[src/hdl/pmc_pkg.sv]
// shared types and constants for the parse memo cache
`default_nettype none
package pmc_pkg;

    localparam int ENTRIES     = 256;
    localparam int IDX_W       = (ENTRIES > 1) ? $clog2(ENTRIES) : 1;
    localparam int POS_SHIFT   = 3;
    localparam int RULE_SHIFT  = 5;
    localparam int HASH_W      = 32 + POS_SHIFT;
    localparam int QUEUE_DEPTH = 2;
    localparam int QPTR_W      = (QUEUE_DEPTH > 1) ? $clog2(QUEUE_DEPTH) : 1;
    localparam int QCNT_W      = $clog2(QUEUE_DEPTH + 1);

    localparam logic [HASH_W-1:0] BUCKET_MASK       = HASH_W'(ENTRIES - 1);
    localparam logic [23:0]       STORE_COUNT_LIMIT = 24'd128;

    localparam logic [1:0] MODE_LOOKUP = 2'd0;
    localparam logic [1:0] MODE_STORE  = 2'd1;
    localparam logic [1:0] MODE_INVAL  = 2'd2;

    typedef logic [IDX_W-1:0] bucket_t;

    typedef enum logic [1:0] {
        OP_NONE,
        OP_LOOKUP,
        OP_STORE,
        OP_INVAL
    } op_t;

    typedef struct packed {
        logic [1:0]         mode;
        logic [31:0]        position;
        logic [15:0]        rule_id;
        logic signed [31:0] match_result;
        logic [23:0]        record_start;
        logic [23:0]        record_count;
    } item_t;

    typedef struct packed {
        logic               hit;
        logic signed [31:0] cached_result;
        logic [23:0]        cached_start;
        logic [23:0]        cached_count;
        logic [31:0]        hits_so_far;
    } result_t;

    // classified transaction handed from front to back
    typedef struct packed {
        op_t                op;
        bucket_t            bucket;
        logic [31:0]        position;
        logic [15:0]        rule_id;
        logic signed [31:0] match_result;
        logic [23:0]        record_start;
        logic [23:0]        record_count;
    } job_t;

    typedef struct packed {
        logic [31:0]        position;
        logic [15:0]        rule_id;
        logic signed [31:0] result;
        logic [23:0]        start;
        logic [23:0]        count;
        logic [31:0]        generation;
    } entry_t;

endpackage
`default_nettype wire

[src/hdl/pmc_front.sv]
// front end: accepts transactions, hashes and classifies them, queues them for the back end
`default_nettype none
module pmc_front (
    input  wire logic           clk,
    input  wire logic           rst_n,
    input  wire logic           start,
    output logic                busy,
    input  wire pmc_pkg::item_t item,
    input  wire logic           cfg_we,
    input  wire logic           cfg_wdata,
    output logic                job_valid,
    output pmc_pkg::job_t       job,
    input  wire logic           job_pop
);
    import pmc_pkg::*;

    logic              disabled_reg;
    job_t              slots_reg [QUEUE_DEPTH];
    logic [QPTR_W-1:0] wr_ptr_reg;
    logic [QPTR_W-1:0] rd_ptr_reg;
    logic [QCNT_W-1:0] count_reg;
    logic [QCNT_W-1:0] count_next;
    logic [HASH_W-1:0] hash_full;
    logic              store_skip;
    logic              push;
    logic              pop;
    job_t              job_in;

    assign busy      = (count_reg == QCNT_W'(QUEUE_DEPTH));
    assign push      = start && !busy;
    assign job_valid = (count_reg != '0);
    assign pop       = job_pop && job_valid;
    assign job       = slots_reg[rd_ptr_reg];

    always_comb
    begin
        hash_full  = (HASH_W'(item.position) << POS_SHIFT)
                   ^ HASH_W'(item.rule_id >> RULE_SHIFT);
        // a positive match with too many records is never cached
        store_skip = disabled_reg
                   || ((item.match_result > 32'sd0) && (item.record_count > STORE_COUNT_LIMIT));

        job_in.bucket       = IDX_W'(hash_full & BUCKET_MASK);
        job_in.position     = item.position;
        job_in.rule_id      = item.rule_id;
        job_in.match_result = item.match_result;
        job_in.record_start = item.record_start;
        job_in.record_count = item.record_count;
        case (item.mode)
            MODE_LOOKUP: job_in.op = disabled_reg ? OP_NONE : OP_LOOKUP;
            MODE_STORE:  job_in.op = store_skip ? OP_NONE : OP_STORE;
            MODE_INVAL:  job_in.op = OP_INVAL;
            default:     job_in.op = OP_NONE;
        endcase

        count_next = count_reg;
        if (push && !pop)
        begin
            count_next = count_reg + 1'b1;
        end
        else if (pop && !push)
        begin
            count_next = count_reg - 1'b1;
        end
    end

    always_ff @(posedge clk or negedge rst_n)
    begin
        if (!rst_n)
        begin
            disabled_reg <= 1'b0;
            wr_ptr_reg   <= '0;
            rd_ptr_reg   <= '0;
            count_reg    <= '0;
        end
        else
        begin
            if (cfg_we)
            begin
                disabled_reg <= cfg_wdata;
            end
            if (push)
            begin
                wr_ptr_reg <= (wr_ptr_reg == QPTR_W'(QUEUE_DEPTH - 1)) ? '0 : wr_ptr_reg + 1'b1;
            end
            if (pop)
            begin
                rd_ptr_reg <= (rd_ptr_reg == QPTR_W'(QUEUE_DEPTH - 1)) ? '0 : rd_ptr_reg + 1'b1;
            end
            count_reg <= count_next;
        end
    end

    always_ff @(posedge clk)
    begin
        if (push)
        begin
            slots_reg[wr_ptr_reg] <= job_in;
        end
    end

    a_count_bound: assert property (@(posedge clk) disable iff (!rst_n)
        count_reg <= QCNT_W'(QUEUE_DEPTH))
        else $error("queue count above depth");

    a_push_lands: assert property (@(posedge clk) disable iff (!rst_n)
        push |=> job_valid)
        else $error("accepted transaction not visible to back end");

    a_last_pop_empties: assert property (@(posedge clk) disable iff (!rst_n)
        (pop && !push && count_reg == QCNT_W'(1)) |=> !job_valid)
        else $error("queue not empty after last pop");

endmodule
`default_nettype wire

[config.mk]
export PLATFORM = sky130hd
export DESIGN_NAME = pmc_front
export DESIGN_NICKNAME = d
export VERILOG_FILES = /design/src/hdl/pmc_pkg.sv /design/src/hdl/pmc_front.sv
export SDC_FILE = /design/constraint.sdc
export NUM_CORES = 1
export LEC_CHECK = 0
export ABC_CLOCK_PERIOD_IN_PS = 7900
export BUFFER_PORTS_ARGS = -buffer_cell sky130_fd_sc_hd__buf_2
export CAP_MARGIN = 5
export CORE_AREA = 2 2 143 145
export DETAILED_ROUTE_END_ITERATION = 8
export DIE_AREA = 0 0 145 147
export PLACE_DENSITY = 0.85
export SYNTH_ARGS = -nofsm -noshare
export SYNTH_HDL_FRONTEND = slang
export SYNTH_SLANG_ARGS = --single-unit
[constraint.sdc]
create_clock -name clk -period 7.9 [get_ports clk]
set_clock_uncertainty 0.15 [all_clocks]
set_input_delay 1.975 -clock clk [delete_from_list [all_inputs] [get_ports clk]]
set_output_delay 1.975 -clock clk [all_outputs]
set_load 0.02 [all_outputs]
==> results.md, run 1 <==
* Run status: complete, no violations
* Layout cell share with drive strength beyond 1 at between 50% and 60%
* Clock buffer depth at 3
* Headroom to the max-slew limit at 29.7%
* Cts bufs inserted at 27
* Slowest stage delay, CP at 1.06 ns
* CTS Sinks at 275
* Maxcap violations at 0
* CP Class: register to output port
* Largest net degree at the start of global routing at 79
* Final instance area at 0.0126 sq mm
* IO Pins at 276
* Nets at around 900
* Initial antenna violation count at 3
* Post-CTS setup buffers at 0
* Kind of end point of the critical path: output port
* Most common cell after layout, fill and taps aside: buf_2
* Endpoints failing hold at 0
* P per Cell Area at 381 mW/mm^2
* Final core utilization at between 60% and 70%
* Clk slew on worst S/H paths at 0.06 ns
* TritonRoute pass-1 iters at 4
* H-tree levels at 1
* Worst Hold Class: register to register
* RSZ-0062 raised after global routing: no
* Setup_tns at 0 ns
* Maximum VDD drop at 0.000286 V
* CTS tree: done
* Total power at 4.81 mW
* # DRC at 0
* Final worst setup slack at 2.79 ns
* Max reg flops at 270
* Gp weighted congestion at 0.765
* Yosys reg bits at 275
* Mapped cell area at 0.0102 sq mm
* FMAX at 196 MHz
* Routed wire length at 19200 um
* Worst-margin pin slew at roughly 1.1 ns
* Worst-skew pair later-pin latency at 0.51 ns
* Placed instance count at 1005
* Post-cts sizing count at 0
* Critical-path cell list: buf_4 > mux2_2 > buf_2
* DRT iter0 DRCs at 271
* Fin crit share at 64.7%
* Type of origin of the critical path: register
* Leakage power at 4.71 nW
* Die ar. at 0.0213 sq mm
* Min Tclk post-route at 5.11 ns
* Hold buffer count at CTS at 0
* CP Data Required Time at 5.78 ns
* Std cell rows at 52
* Post-detail-place hpwl at 12700 um
* Crit-path leading delay family: flip-flops
* CTS Root Cell: clkbuf_16
* IO Port Bufs at around 280
* GRT Total Usage at 17.5%
* Core area at 0.0198 sq mm
* CP max-delay cell: dfrtp_4
* Gr ovfl total at 0
* Post-route ant nets at 0
* Worst Path Arrival at approximately 3.0 ns
* WHS at 0.358 ns
* Max-slew violations at 0
* Finished Layout Cells at 1054
* Post-Syn Nets at between 600 and 700
* Post-synthesis cell count at 473
* Via/cell ratio at 5.09
* Chip height at 147 um
* Routed WL per cell at approximately 18 um
* Dpl ws at 3.25 ns
* Most frequent cells in the layout: 275 x buf_2, 270 x edfxtp_1, 136 x mux2_2
* Yosys cell types at 23
* Synth-to-Final Area Change at 24.3%
* Number of global-route vias before repair at 5579
* Starting Density at between 50 and 60%
* Synth Area per Inst at 21.5 sq um
* Final setup fails at 0
* Fill cells at 1376
* WP buf/inv at 2
* Seq/Total Area, Yosys at between 80% and 90%
* First-pass GRT wire length at 29500 um
* Die Wd at 145 um
* Vias at roughly 5400
* Area after DPL at 0.0118 sq mm
* Ys Warns at 0
* Max FO, Critical Path at 78
==> logic make-up after synthesis <==
| group | count (synthesis) | share of synthesized area (%) |
|---|---|---|
| simple gates | 24 | 1.39 |
| xor+xnor | 10 | 0.862 |
| buf+inv | 22 | 1.11 |
| fa+ha+maj | 1 | 0.123 |
| compound gates | 4 | 0.357 |
| mux | 137 | 15.2 |
| flops | 275 | 81.0 |
==> per-layer routing <==
layer / share of wire (%) / wire length [um] / global-route usage, % / vias up
met5: 0.068 / 13 / 0 / -
met1: 39 / 7470 / 21.5 / 2616
met2: 50 / 9650 / 30.0 / 211
li1: - / - / - / 2479
met4: 3.4 / 648 / 6.39 / 2
met3: 7.6 / 1460 / 4.66 / 52
==> path summary, 6_finish.rpt <==
kind / startpoint / endpoint / slack, ns / cells after the start
max: rd_ptr_reg$_DFFE_PN0P_ / job[8] / 2.79 / 3
min: count_reg[1]$_DFFE_PN0P_ / count_reg[1]$_DFFE_PN0P_ / 0.36 / 1
max reg2reg: rd_ptr_reg$_DFFE_PN0P_ / rd_ptr_reg$_DFFE_PN0P_ / 5.60 / 2
min reg2reg: count_reg[1]$_DFFE_PN0P_ / count_reg[1]$_DFFE_PN0P_ / 0.36 / 1
max in group asynchronous: rst_n / rd_ptr_reg$_DFFE_PN0P_ / 6.32 / 1
min in group asynchronous: rst_n / disabled_reg$_DFFE_PN0P_ / 1.12 / 1
==> final cells by class <==
class | instances | area [sq um] | share of cell area, %
diodes | 3 | 7.51 | 0.0594
clock buffers | 39 | 761 | 6.02
clock inverters | 7 | 36.3 | 0.287
inverters | 4 | 15.0 | 0.119
multi-input cells | 176 | 1830 | 14.5
flip-flops and latches | 275 | 8240 | 65.2
well taps | 270 | 338 | 2.67
repair buffers | 280 | 1410 | 11.2
==> power breakdown <==
| part | internal (mW) | total (mW) | switching (mW) |
|---|---|---|---|
| Combinational | 0.599 | 1.52 | 0.925 |
| Clock | 0.661 | 1.14 | 0.479 |
| Sequential | 2.00 | 2.15 | 0.150 |
| Total | 3.26 | 4.81 | 1.55 |
==> cell usage after synthesis (all sizes together) <==
cell	number	share of area [%]
edfxtp	270	80
mux2	136	15
buf	18	0.96
nor4	12	0.74
xor2	7	0.60
dfrtp	5	1.2
inv	4	0.15
nor2	3	0.11
xnor2	3	0.26
nand2	2	0.074
nand4	2	0.12
a21oi	1	0.049
a2bb2oi	1	0.086
a31oi	1	0.062
and3	1	0.062
and4	1	0.086
ha	1	0.12
mux2i	1	0.098
nand2b	1	0.062
o41ai	1	0.16
or2	1	0.062
or4	1	0.074
Note: power is estimated with default switching activity, not from simulation.
==> run 2, diff against run 1 <==
ABC_CLOCK_PERIOD_IN_PS = 4600   (was 7900)
CORE_AREA = 2 2 151 153   (was 2 2 143 145)
DIE_AREA = 0 0 153 155   (was 0 0 145 147)
PLACE_DENSITY = 0.8   (was 0.85)
clock period = 4.6 ns   (was 7.9 ns; I/O delays follow)
==> results.md, run 2 (synthesized netlist as in run 1, its figures left out) <==
* Run status: complete, no violations (unchanged)
* CTS tree: done (unchanged)
* Gp weighted congestion at 0.778 (was 0.765)
* Max reg flops at 270 (unchanged)
* Initial antenna violation count at 0 (was 3)
* DRT iter0 DRCs at 221 (was 271)
* Slowest stage delay, CP at 0.44 ns (was 1.06 ns)
* Worst-margin pin slew at 0.941 ns (was 1.05 ns)
* Worst-skew pair later-pin latency at 0.52 ns (was 0.51 ns)
* Register share of total power at 41.2% (was 44.7%)
* Area of the multi-input gates at 0.00183 sq mm (unchanged)
* Die Wd at 153 um (was 145 um)
* Clock Power Share at 26.4% (was 23.7%)
* Largest net degree at the start of global routing at 73 (was 79)
* Worst r2r dst: slots_reg[1][50]$_DFFE_PP_ (was rd_ptr_reg$_DFFE_PN0P_)
* Area after DPL at 0.0119 sq mm (was 0.0118 sq mm)
* GRT met3 Usage at 4.74% (was 4.66%)
* CP Launch Point: rd_ptr_reg$_DFFE_PN0P_ (unchanged)
* Post-route ant nets at 0 (unchanged)
* WP buf/inv at 2 (unchanged)
* TritonRoute pass-1 iters at 4 (unchanged)
* Chip height at 155 um (was 147 um)
* Layout cell share with drive strength beyond 1 at 58.8% (was 58.3%)
* Synth-to-Final Area Change at 26.3% (was 24.3%)
* Gate power share at 32.3% (was 31.7%)
* Clock buffer depth at 3 (unchanged)
* Nets at 903 (was 901)
* Most common cell after layout, fill and taps aside: buf_2 (unchanged)
* FF+latch area at 0.00824 sq mm (unchanged)
* GRT Total Usage at 15.9% (was 17.5%)
* RSZ-0062 raised after global routing: no (unchanged)
* CTS Sinks at 275 (unchanged)
* Critical-path cell list: buf_12 > mux2_2 > buf_2 (was buf_4 > mux2_2 > buf_2)
* Die ar. at 0.0237 sq mm (was 0.0213 sq mm)
* Gr ovfl total at 0 (unchanged)
* GR Util met1 at 19.3% (was 21.5%)
* IO Port Bufs at 275 (unchanged)
* Starting Density at 45.7% (was 51.2%)
* Most frequent cells in the layout: 275 x buf_2, 270 x edfxtp_1, 136 x mux2_2 (unchanged)
* Setup_tns at 0 ns (unchanged)
* Grt met2 use at 27.2% (was 30.0%)
* Internal Power at 5.91 mW (was 3.26 mW)
* Sw frac at 31.6% (was 32.3%)
* Leakage power at 4.80 nW (was 4.71 nW)
* First-pass GRT wire length at 29900 um (was 29500 um)
* Routed wire length at 19800 um (was 19200 um)
* CTS Root Cell: clkbuf_16 (unchanged)
* GRT busiest layer: met2 (unchanged)
* Post-detail-place hpwl at 13100 um (was 12700 um)
* Max-slew violations at 0 (unchanged)
* Max FO, Critical Path at 72 (was 78)
* CP Data Required Time at 3.30 ns (was 5.78 ns)
* Headroom to the max-slew limit at 37.3% (was 29.7%)
* R2R depth at 3 (was 2)
* P per Cell Area at 673 mW/mm^2 (was 381 mW/mm^2)
* Clk slew on worst S/H paths at 0.06 ns (about the same)
* # DRC at 0 (unchanged)
* Maximum VDD drop at 0.000427 V (was 0.000286 V)
* Type of origin of the critical path: register (unchanged)
* Fin crit share at 70.2%
* H-tree levels at 1 (unchanged)
* R2R Setup Slk at 2.36 ns (was 5.60 ns)
* Post-cts sizing count at 0 (unchanged)
* Final instance area at 0.0128 sq mm (was 0.0126 sq mm)
* Std cell rows at 55 (was 52)
* FMAX at around 310 MHz
* Number of global-route vias before repair at 5560 (was 5579)
* Via/cell ratio at 5.07 (was 5.09)
* CP Class: register to output port (unchanged)
* Kind of end point of the critical path: output port (unchanged)
* Vias at 5429 (was 5360)
* RR Startpoint: count_reg[0]$_DFFE_PN0P_ (was rd_ptr_reg$_DFFE_PN0P_)
* Routed WL per cell at 18.5 um (was 18.3 um)
* Core area at 0.0222 sq mm (was 0.0198 sq mm)
* Final setup fails at 0 (unchanged)
* Post-CTS setup buffers at 0 (unchanged)
* CP max-delay cell: dfrtp_4 (unchanged)
* Fill cells at 1687 (was 1376)
* Maxcap violations at 0 (unchanged)
* IO Pins at 276 (unchanged)
* Worst Path Arrival at 1.93 ns (was 2.99 ns)
* Min Tclk post-route at 3.23 ns
* Hold buffer count at CTS at 0 (unchanged)
* Endpoints failing hold at 0 (unchanged)
* Crit-path leading delay family: buffers and inverters (was flip-flops)
* Cts bufs inserted at 28 (was 27)
* Net switching power at 2.73 mW (was 1.55 mW)
* Worst Hold Class: input port to async pin (was register to register)
run 2: stage by stage:
| step | utilization [%] | worst slack (ns) | total power, mW | hold WS (ns) | cells |
|---|---|---|---|---|---|
| final | 57.8 | 1.37 | 8.64 | 0.280 | 1070 |
| after global routing | 57.7 | 1.30 | 9.01 | 0.256 | 1069 |
| after CTS | 57.7 | 1.35 | 8.75 | 0.255 | 1069 |
| after detailed placement | 53.5 | 1.63 | 6.44 | 0.332 | 1021 |
| after global placement | 53.5 | 1.69 | 6.39 | 0.322 | 1021 |
| after floorplan | - | 0.759 | 5.53 | 0.307 | 473 |
run 2: metal layers:
metal	up-vias	wire length, um
met5	-	0
met4	0	625
met3	47	1540
met2	222	9980
met1	2682	7700
li1	2478	-
run 2: cell type report:
cell class,instances,share of cell area [%]
Antenna cell,1,0.0195
Clock buffer,34,5.80
Clock inverter,14,1.50
Timing Repair Buffer,281,11.4
Inverter,4,0.117
Multi-Input combinational cell,176,14.3
Sequential cell,275,64.2
Tap cell,285,2.78
run 2: worst register-to-register path: cells and delay by family (launching register included):
kind / cells / cell delay (ns)
buffers and inverters: 1 / 0.44
DFF: 1 / 0.40
and+or+nand+nor: 2 / 0.80
run 2: worst max path at each step:
stage	end	slack (ns)	depth (start not counted)
floorplan	slots_reg[0][0]$_DFFE_PP_	0.76	2
global placement	slots_reg[1][110]$_DFFE_PP_	1.69	3
detailed placement	slots_reg[1][137]$_DFFE_PP_	1.63	5
CTS	job[36]	1.35	3
global route	job[20]	1.30	3
finish	job[21]	1.37	3
run 2: power groups by stage:
stage                     sequential (mW)  clock, mW  combinational, mW
after floorplan                      3.59          0               1.94
after global placement               3.57          0               2.81
after detailed placement             3.61          0               2.82
after CTS                            3.56       2.34               2.84
after global routing                 3.61       2.43               2.97
final                                3.56       2.28               2.79
